## src/hw/rtl/rfr_pkg.sv

```systemverilog
// Package for the response frame receiver.
// Holds the framing constants, phase and status codes. No dependencies.
package rfr_pkg;

  localparam int unsigned MaxFrameData = 256;

  localparam int unsigned ByteW  = 8;
  localparam int unsigned LenW   = 9;
  localparam int unsigned StatW  = 2;
  localparam int unsigned InW    = 24;
  localparam int unsigned OutW   = 24;

  localparam logic [ByteW-1:0] StartByte   = 8'h02;
  localparam logic [ByteW-1:0] FooterEnd   = 8'h03;
  localparam logic [ByteW-1:0] FooterBlock = 8'h17;
  localparam logic [LenW-1:0]  LenFull     = 9'd256;

  typedef enum logic [2:0] {
    PH_START  = 3'd0,
    PH_LENGTH = 3'd1,
    PH_DATA   = 3'd2,
    PH_CHECK  = 3'd3,
    PH_FOOTER = 3'd4
  } phase_e;

  typedef enum logic [StatW-1:0] {
    ST_OK       = 2'd0,
    ST_FORMAT   = 2'd1,
    ST_LENGTH   = 2'd2,
    ST_CHECKSUM = 2'd3
  } status_e;

endpackage

```

## src/hw/rtl/response_frame_receiver_core.sv

```systemverilog
// Response frame receiver: framing state machine with one output register.
// Depends on rfr_pkg.
//
// Usage:
//   Slave channel s_axis_* carries one received byte per item together with
//   the data length the caller expects (sampled at the length byte).
//   Master channel m_axis_* carries payload bytes (tlast low) as they arrive
//   and one status item (tlast high) that ends each frame: ok, format error,
//   length mismatch or checksum error, with the decoded frame length (zero after a bad start byte).
//   The consumer drops a frame's payload unless its status is ok.
//   Results are registered: a result appears in the output register in the
//   cycle after the input item that causes it is accepted.
//   Throughput: one byte per cycle unless the output register stalls; the phase
//   register and the running sum are updated in the same cycle the byte is taken.
//   Start, length-ok and checksum bytes give no result.
//   Stall: while a result waits in the output register and m_axis_tready is
//   low, s_axis_tready is low; it is high whenever the register is empty or
//   being emptied in the same cycle.
//   Reset: the receiver waits for a start byte, the output register is empty.
module response_frame_receiver_core (
  input  logic                    clk_i,
  input  logic                    rst_ni,
  input  logic                    s_axis_tvalid,
  output logic                    s_axis_tready,
  input  logic [rfr_pkg::InW-1:0] s_axis_tdata,   // rx_byte[7:0], expected_length[16:8]
  output logic                    m_axis_tvalid,
  input  logic                    m_axis_tready,
  output logic [rfr_pkg::OutW-1:0] m_axis_tdata,  // data_byte[7:0], status[9:8],
                                                  // frame_length[18:10]
  output logic                    m_axis_tlast    // last
);

  rfr_pkg::phase_e                phase_q, phase_d;
  logic [rfr_pkg::LenW-1:0]       left_q, left_d;
  logic [rfr_pkg::ByteW-1:0]      sum_q, sum_d;
  logic [rfr_pkg::ByteW-1:0]      check_q, check_d;
  logic [rfr_pkg::LenW-1:0]       dlen_q, dlen_d;

  logic                           ovalid_q, ovalid_d;
  logic [rfr_pkg::ByteW-1:0]      odata_q, odata_d;
  rfr_pkg::status_e               ostat_q, ostat_d;
  logic [rfr_pkg::LenW-1:0]       olen_q, olen_d;
  logic                           olast_q, olast_d;

  logic                           accept;
  logic                           emit;
  logic [rfr_pkg::ByteW-1:0]      rx_byte;
  logic [rfr_pkg::LenW-1:0]       exp_len;
  logic [rfr_pkg::LenW-1:0]       len;
  logic [rfr_pkg::LenW-1:0]       left_dec;

  assign s_axis_tready = !ovalid_q || m_axis_tready;
  assign accept        = s_axis_tvalid && s_axis_tready;
  assign rx_byte       = s_axis_tdata[7:0];
  assign exp_len       = s_axis_tdata[16:8];
  assign len           = (rx_byte == '0) ? rfr_pkg::LenFull : {1'b0, rx_byte};
  assign left_dec      = left_q - 9'd1;

  always_comb begin
    phase_d = phase_q;
    left_d  = left_q;
    sum_d   = sum_q;
    check_d = check_q;
    dlen_d  = dlen_q;
    emit    = 1'b0;
    odata_d = '0;
    ostat_d = rfr_pkg::ST_OK;
    olen_d  = '0;
    olast_d = 1'b0;
    if (accept) begin
      case (phase_q)
        rfr_pkg::PH_LENGTH: begin
          dlen_d = len;
          if (len > rfr_pkg::LenW'(rfr_pkg::MaxFrameData)) begin
            phase_d = rfr_pkg::PH_START;
            emit    = 1'b1;
            ostat_d = rfr_pkg::ST_FORMAT;
            olen_d  = len;
            olast_d = 1'b1;
          end else if (len != exp_len) begin
            phase_d = rfr_pkg::PH_START;
            emit    = 1'b1;
            ostat_d = rfr_pkg::ST_LENGTH;
            olen_d  = len;
            olast_d = 1'b1;
          end else begin
            sum_d   = rx_byte;
            left_d  = len;
            phase_d = rfr_pkg::PH_DATA;
          end
        end
        rfr_pkg::PH_DATA: begin
          sum_d   = sum_q + rx_byte;
          left_d  = left_dec;
          if (left_dec == '0) phase_d = rfr_pkg::PH_CHECK;
          emit    = 1'b1;
          odata_d = rx_byte;
        end
        rfr_pkg::PH_CHECK: begin
          check_d = rx_byte;
          phase_d = rfr_pkg::PH_FOOTER;
        end
        rfr_pkg::PH_FOOTER: begin
          phase_d = rfr_pkg::PH_START;
          emit    = 1'b1;
          olen_d  = dlen_q;
          olast_d = 1'b1;
          if (rx_byte != rfr_pkg::FooterEnd && rx_byte != rfr_pkg::FooterBlock) begin
            ostat_d = rfr_pkg::ST_FORMAT;
          end else if (8'(-sum_q) != check_q) begin
            ostat_d = rfr_pkg::ST_CHECKSUM;
          end else begin
            ostat_d = rfr_pkg::ST_OK;
          end
        end
        default: begin
          // waiting for start; unused codes act the same
          if (rx_byte != rfr_pkg::StartByte) begin
            phase_d = rfr_pkg::PH_START;
            emit    = 1'b1;
            ostat_d = rfr_pkg::ST_FORMAT;
            olast_d = 1'b1;
          end else begin
            phase_d = rfr_pkg::PH_LENGTH;
          end
        end
      endcase
    end
  end

  always_comb begin
    ovalid_d = ovalid_q;
    if (m_axis_tready) ovalid_d = 1'b0;
    if (emit) ovalid_d = 1'b1;
  end

  always_ff @(posedge clk_i or negedge rst_ni) begin
    if (!rst_ni) begin
      phase_q  <= rfr_pkg::PH_START;
      left_q   <= '0;
      sum_q    <= '0;
      check_q  <= '0;
      dlen_q   <= '0;
      ovalid_q <= 1'b0;
    end else begin
      phase_q  <= phase_d;
      left_q   <= left_d;
      sum_q    <= sum_d;
      check_q  <= check_d;
      dlen_q   <= dlen_d;
      ovalid_q <= ovalid_d;
    end
  end

  always_ff @(posedge clk_i) begin
    if (emit) begin
      odata_q <= odata_d;
      ostat_q <= ostat_d;
      olen_q  <= olen_d;
      olast_q <= olast_d;
    end
  end

  assign m_axis_tvalid = ovalid_q;
  assign m_axis_tdata  = {5'b0, olen_q, ostat_q, odata_q};
  assign m_axis_tlast  = olast_q;

endmodule

```

## config.mk

```make
export PLATFORM = sky130hd
export DESIGN_NAME = response_frame_receiver_core
export DESIGN_NICKNAME = d
export VERILOG_FILES = /design/src/hw/rtl/rfr_pkg.sv /design/src/hw/rtl/response_frame_receiver_core.sv
export SDC_FILE = /design/constraint.sdc
export NUM_CORES = 1
export LEC_CHECK = 0
export ABC_AREA = 1
export ABC_CLOCK_PERIOD_IN_PS = 3400
export BUFFER_PORTS_ARGS = -buffer_cell sky130_fd_sc_hd__buf_2
export CAP_MARGIN = 20
export CELL_PAD_IN_SITES_DETAIL_PLACEMENT = 2
export CELL_PAD_IN_SITES_GLOBAL_PLACEMENT = 2
export CORE_UTILIZATION = 36
export DETAILED_ROUTE_END_ITERATION = 6
export GPL_TIMING_DRIVEN = 0
export PLACE_DENSITY_LB_ADDON = 0.3
export SKIP_LAST_GASP = 1
export SLEW_MARGIN = 25
export SYNTH_ARGS = -nofsm -noshare
export SYNTH_HDL_FRONTEND = slang
export SYNTH_SLANG_ARGS = --single-unit
```

## constraint.sdc

```tcl
create_clock -name clk_i -period 3.4 [get_ports clk_i]
set_input_delay 0.17 -clock clk_i [delete_from_list [all_inputs] [get_ports clk_i]]
set_output_delay 0.17 -clock clk_i [all_outputs]
set_load 0.02 [all_outputs]
```

==> results.toml, run 1 <==
[clock_network]
cts-htree-levels = 3
cts_setup_buffers = 0
cts_made_buffers = 9
clock_latency_ns = 0.35
postCtsHoldBufs = 0
cts_root_buf = "clkbuf_8"
cts_resized = 0
clkSinkCount = 58
clk_path_buf_depth = 2
cts_tree = "yes"
clkTransAtPathRegs_ns = 0.08

[timing]
tightestPinTransition_ns = 0.772
fmax_mhz = 420
hold-worst-slack_ns = 0.104
max_slew_margin = 0.485
fin_skew_ns = 0.00469
slew_violations = 0
min_period_over_period = 0.700
period_minus_slack_ns = 2.38
hold_viol_final = 0
rsz0062_at_grt = "no"
finalSetupViolCount = 0
fin_tns_setup_ns = 0

[job]
maxCapViolations = 0

[cells_and_area]
seqCellArea_um2 = 1550
fillers = 1161
areaGrowthSynthToFinish_pct = 15.5
layout_common_cells = "nand2_1 (131), inv_1 (47), buf_2 (44)"
fin_nets = 557
multi_input_area_um2 = 1810
mostFrequentLayoutCell = "nand2_1"
drive_gt1_frac = 0.207
n_antenna_cell = 0

[critical_path]
worst_path_largest_cell_delay_ns = 0.58
rr_worst_depth = 6
crit_top_cell = "nand3_1"
end_kind = "register"
arrival_ns = 2.36
path_max_fanout = 20
cp.buffers_inverters = 2
crit_type = "register to register"
critPathTopFamily = "buffers and inverters"
path_depth = 6
slowest_stage = "inv_1"
crit_path_start_kind = "register"
path_cells = "nor3_4 -> buf_2 -> nor3_1 -> nand3_1 -> nand3_1 -> inv_1"
cp.required_ns = 3.38

[yosys]
synth_top_area_frac = 0.257
postSynthAreaPerCell_um2 = 8.05
synth_cells = 460
yosysSeqAreaShare = 0.419
synth_top_cell_by_area = "dfrtp_1"
ys_ff_latch = 58
synth_area_leaders = "dfrtp_1 (26%), edfxtp_1 (16%), nand2_1 (13%), nand3_1 (5.0%), inv_1 (4.8%)"
yosysUniqueCellTypes = 41
ys_warn_count = 0
synth_area_um2 = 3700

[detailed_routing]
drt-initial-drc-count = 122
vias = 3392
route.detailed.drc = 0
routed_via_density = 5.17
routed_wl_mm = 12.3
antenna_violating_nets_post_route = 0
dr.pass1.iters = 4
avgRoutedWirePerCell_um = 18.7

[global_routing]
grt_max_degree = 39
grt_pass1_wl_mm = 19.5
grt-ovfl-total = 0
track_usage = 0.249
grt_pass1_vias = 3735
antenna_found_initial = 0

[floorplanning]
rows = 36
dieHeight_um = 103
initial_core_util = 0.375
die_area_um2 = 10700
ios = 55
die_x_um = 103
core_um2 = 9860

[power_and_ir_drop]
leakage_nw = 1.99
vdd_drop_max_uv = 144
power_density_nw_per_um2 = 356

[placed_design]
port_buffers = 42
routabilityCongestion = 0.835
dp_hpwl_mm = 9.15

[hold_path]
hold_depth = 4
hold_path.class = "input pin to register"

[run_status]
status = "completed"
-- worst min-delay path: cells and delay by family --
| family | cells | cell delay, ns |
|---|---|---|
| AND/OR/NAND/NOR | 2 | 0.14 |
| buffers and inverters | 2 | 0.10 |
-- per-layer routing --
metal	vias to the layer above	global-route usage	routed length, um
met5	-	0	0
met4	0	0.0953	235
met3	24	0.0323	422
met2	85	0.455	6430
met1	1691	0.296	5170
li1	1592	-	-
-- area by class of cell --
type	count	share of cell area
sequential	58	0.363
inverter	53	0.0468
clock inverter	7	0.0105
clock buffer	9	0.0290
tap	133	0.0389
timing repair buffer	43	0.0521
multi-input combinational	335	0.423
buffer	18	0.0369
-- state kept, by name, indices dropped and copies added (netlist names) --
signal / count
check_q: 8
dlen_q: 9
left_q: 9
m_axis_tlast: 1
m_axis_tvalid: 1
odata_q: 8
olen_q: 9
ostat_q: 2
phase_q: 3
sum_q: 8
-- cell usage after synthesis --
cell type	instances
nand2_2	4
conb_1	1
xnor2_1	2
fa_1	1
buf_12	2
nand2_4	1
dlygate4sd1_1	1
nand3b_1	2
clkinv_2	1
o21a_1	1
nand4_1	4
buf_2	3
nor2_4	5
buf_6	3
nand4_4	2
clkinv_1	2
nor3_1	5
a21oi_1	16
o22ai_1	1
edfxtp_1	20
o21ai_2	14
nor2_1	33
and2_1	2
ha_1	10
xor2_1	18
buf_4	7
o31ai_2	1
nor3_4	1
or2_2	1
nand3_2	1
inv_1	47
dfrtp_1	38
inv_2	3
clkbuf_1	2
o21ai_0	33
nand2_1	131
nor2_2	1
nor4_1	1
nand3_1	37
nor3_2	1
o21bai_1	1
-- kinds of logic (layout without fill, tap and decap cells) --
kind of cell | count (synthesis) | after routing | share of synthesized area
simple gates | 232 | 232 | 0.289
buf+inv | 71 | 130 | 0.0966
compound gates | 67 | 67 | 0.108
flops | 58 | 58 | 0.419
xor+xnor | 20 | 20 | 0.0473
fa+ha+maj | 11 | 11 | 0.0392
other cells | 1 | 5 | 0.00101
-- worst paths after layout --
kind / startpoint / to / slack (ns)
max: phase_q[2] / odata_q[2] / 1.02
min: m_axis_tready / m_axis_tvalid / 0.10
max in group asynchronous: rst_ni / left_q[5] / 2.63
min reg2reg: dlen_q[5] / dlen_q[5] / 0.52
max reg2reg: phase_q[2] / odata_q[2] / 1.02
min in group asynchronous: rst_ni / dlen_q[0] / 0.37
-- report_power, final --
part           internal, mW  leakage [nW]  switching [mW]  total, mW
clock                 0.261        0.0791           0.330      0.592
combinational        0.0542          1.26           0.128      0.182
sequential            0.743         0.646         0.00711      0.750
-- per-stage QoR --
step / instance area, um2 / std cells / utilization / total power, mW / setup slack (ns)
floorplan: 3720 / 464 / - / 0.869 / 1.48
global placement: 4100 / 639 / 0.415 / 0.936 / 0.975
detailed placement: 4100 / 639 / 0.415 / 0.944 / 0.835
CTS: 4260 / 655 / 0.432 / 1.53 / 1.01
global route: 4280 / 656 / 0.434 / 1.58 / 0.831
finish: 4280 / 656 / 0.434 / 1.52 / 1.02
Power figures use the tool's default switching activity.
==> run 2: changes to the inputs <==
Settings changed: ABC_CLOCK_PERIOD_IN_PS 3400 to 2200, CORE_UTILIZATION 36 to 34.
Clock period 3.4 ns to 2.2 ns, I/O delays scaled along.
==> results.toml, run 2 (synthesized netlist as in run 1, its figures left out) <==
[power_and_ir_drop]
combPwrFrac = 0.117
p_clk_frac = 0.423
vdd_drop_max_uv = 274
p_int_mw = 1.77
power_density_nw_per_um2 = 578
p_sw_frac = 0.296
pwr-share-seq = 0.460
switchingPower_uw = 746
leakage_nw = 2.01

[placed_design]
routabilityCongestion = 0.802
dpl-instance-area_um2 = 4100
dp_hpwl_mm = 8.85
port_buffers = 42

[critical_path]
worst_path_largest_cell_delay_ns = 0.42
crit_top_cell = "buf_4"
r2r_setup_slack_ns = 0.14
end_kind = "register"
path_cells = "inv_1 -> nor3_4 -> buf_4 -> nor3_1 -> nand3_1 -> nand3_2 -> clkinvlp_4 -> buf_4"
slowest_stage = "dfrtp_1"
crit_type = "register to register"
crit_path_start_kind = "register"
arrival_ns = 2.17
path_max_fanout = 10
cp.required_ns = 2.30
rr_worst_depth = 8

[detailed_routing]
antenna_violating_nets_post_route = 0
vias = 3320
routed_wl_mm = 12.1
dr.pass1.iters = 4
routed_via_density = 5.01
drt-initial-drc-count = 90
route.detailed.drc = 0
avgRoutedWirePerCell_um = 18.3

[floorplanning]
ios = 55
core_um2 = 10500
initial_core_util = 0.354
die_area_um2 = 11300
die_x_um = 106
rows = 37
dieHeight_um = 106

[clock_network]
cts_tree = "yes"
clkTransAtPathRegs_ns = 0.08
cts_made_buffers = 9
cts_root_buf = "clkbuf_8"
clk_path_buf_depth = 2
clock_latency_ns = 0.35
clkSinkCount = 58
cts-htree-levels = 3

[job]
maxCapViolations = 0

[timing]
hold-worst-slack_ns = 0.0380
tightestPinTransition_ns = 0.555
hold_viol_final = 0
min_period_over_period = 0.939
period_minus_slack_ns = 2.06
finalSetupViolCount = 0
fmax_mhz = 484
fin_skew_ns = 0.0131
rsz0062_at_grt = "yes"
max_slew_margin = 0.630
slew_violations = 0

[global_routing]
antenna_found_initial = 0
track_usage = 0.232
grt-ovfl-total = 0
grt_max_degree = 39
grt_pass1_wl_mm = 19.7
grt_pass1_vias = 3718

[cells_and_area]
areaGrowthSynthToFinish_pct = 17.7
mostFrequentLayoutCell = "nand2_1"
n_antenna_cell = 0
layout_common_cells = "nand2_1 (131), inv_1 (44), buf_2 (43)"
drive_gt1_frac = 0.226
largestRegisters = "dlen_q x9, left_q x9, olen_q x9"
finish.instance_area_um2 = 4360
fin_nets = 561

[hold_path]
hold_path.class = "input pin to register"
hold_depth = 4

[run_status]
status = "completed"
[run 2: worst max-delay path, delay by kind of cell, from the launching register on]
kind | cells | cell delay (ns)
buf+inv | 4 | 0.60
flops | 1 | 0.42
simple gates | 4 | 0.77
[run 2: area by class of cell]
class	count	area (um2)
multi-input cells	335	1820
repair inverters	1	7.51
clock inverters	7	77.6
fillers	1249	6100
well taps	136	170
clock buffers	9	124
plain buffers	18	160
inverters	53	204
flip-flops and latches	58	1550
repair buffers	46	245
[run 2: through the flow]
step	worst slack (ns)	power [mW]	utilization	setup TNS, ns	std cells
after global routing	-0.0219	2.62	0.417	-0.0219	663
after floorplan	0.277	1.34	-	0	464
after CTS	0.0179	2.54	0.415	0	663
after detailed placement	-0.285	1.46	0.392	-5.67	642
after global placement	-0.205	1.45	0.392	-4.08	642
final	0.135	2.52	0.417	0	663
[run 2: timing repair]
| item | in CTS | in global routing |
|---|---|---|
| hold buffers | 1 | 0 |
| pin swaps | 0 | 1 |
| setup buffers | 3 | 0 |
| endpoints found under the setup margin | 20 | 24 |
| resized for setup | 3 | 5 |
| cloned | 1 | 0 |
| hold endpoints to repair | 38 | 0 |
[run 2: per-layer routing]
metal  vias to the layer above  GRT usage  part of all wire
li1                       1603          -                 -
met1                      1621      0.274              0.43
met3                        22     0.0448             0.027
met2                        74      0.418              0.51
met4                         0     0.0774             0.024
met5                         -          0                 0
[run 2: final timing paths]
path / startpoint / endpoint
worst max-delay path: phase_q[1] / odata_q[2]
worst min-delay path: m_axis_tready / m_axis_tvalid
worst max register to register: phase_q[1] / odata_q[2]
worst min register to register: dlen_q[2] / dlen_q[2]
max in group asynchronous: rst_ni / left_q[8]
min in group asynchronous: rst_ni / check_q[3]
[run 2: power by group through the flow]
stage / sequential [mW] / combinational [mW] / clock, mW
after detailed placement: 1.18 / 0.277 / 0
after floorplan: 1.21 / 0.133 / 0
final: 1.16 / 0.294 / 1.06
after global placement: 1.18 / 0.269 / 0
after global routing: 1.16 / 0.321 / 1.14
after CTS: 1.16 / 0.294 / 1.09
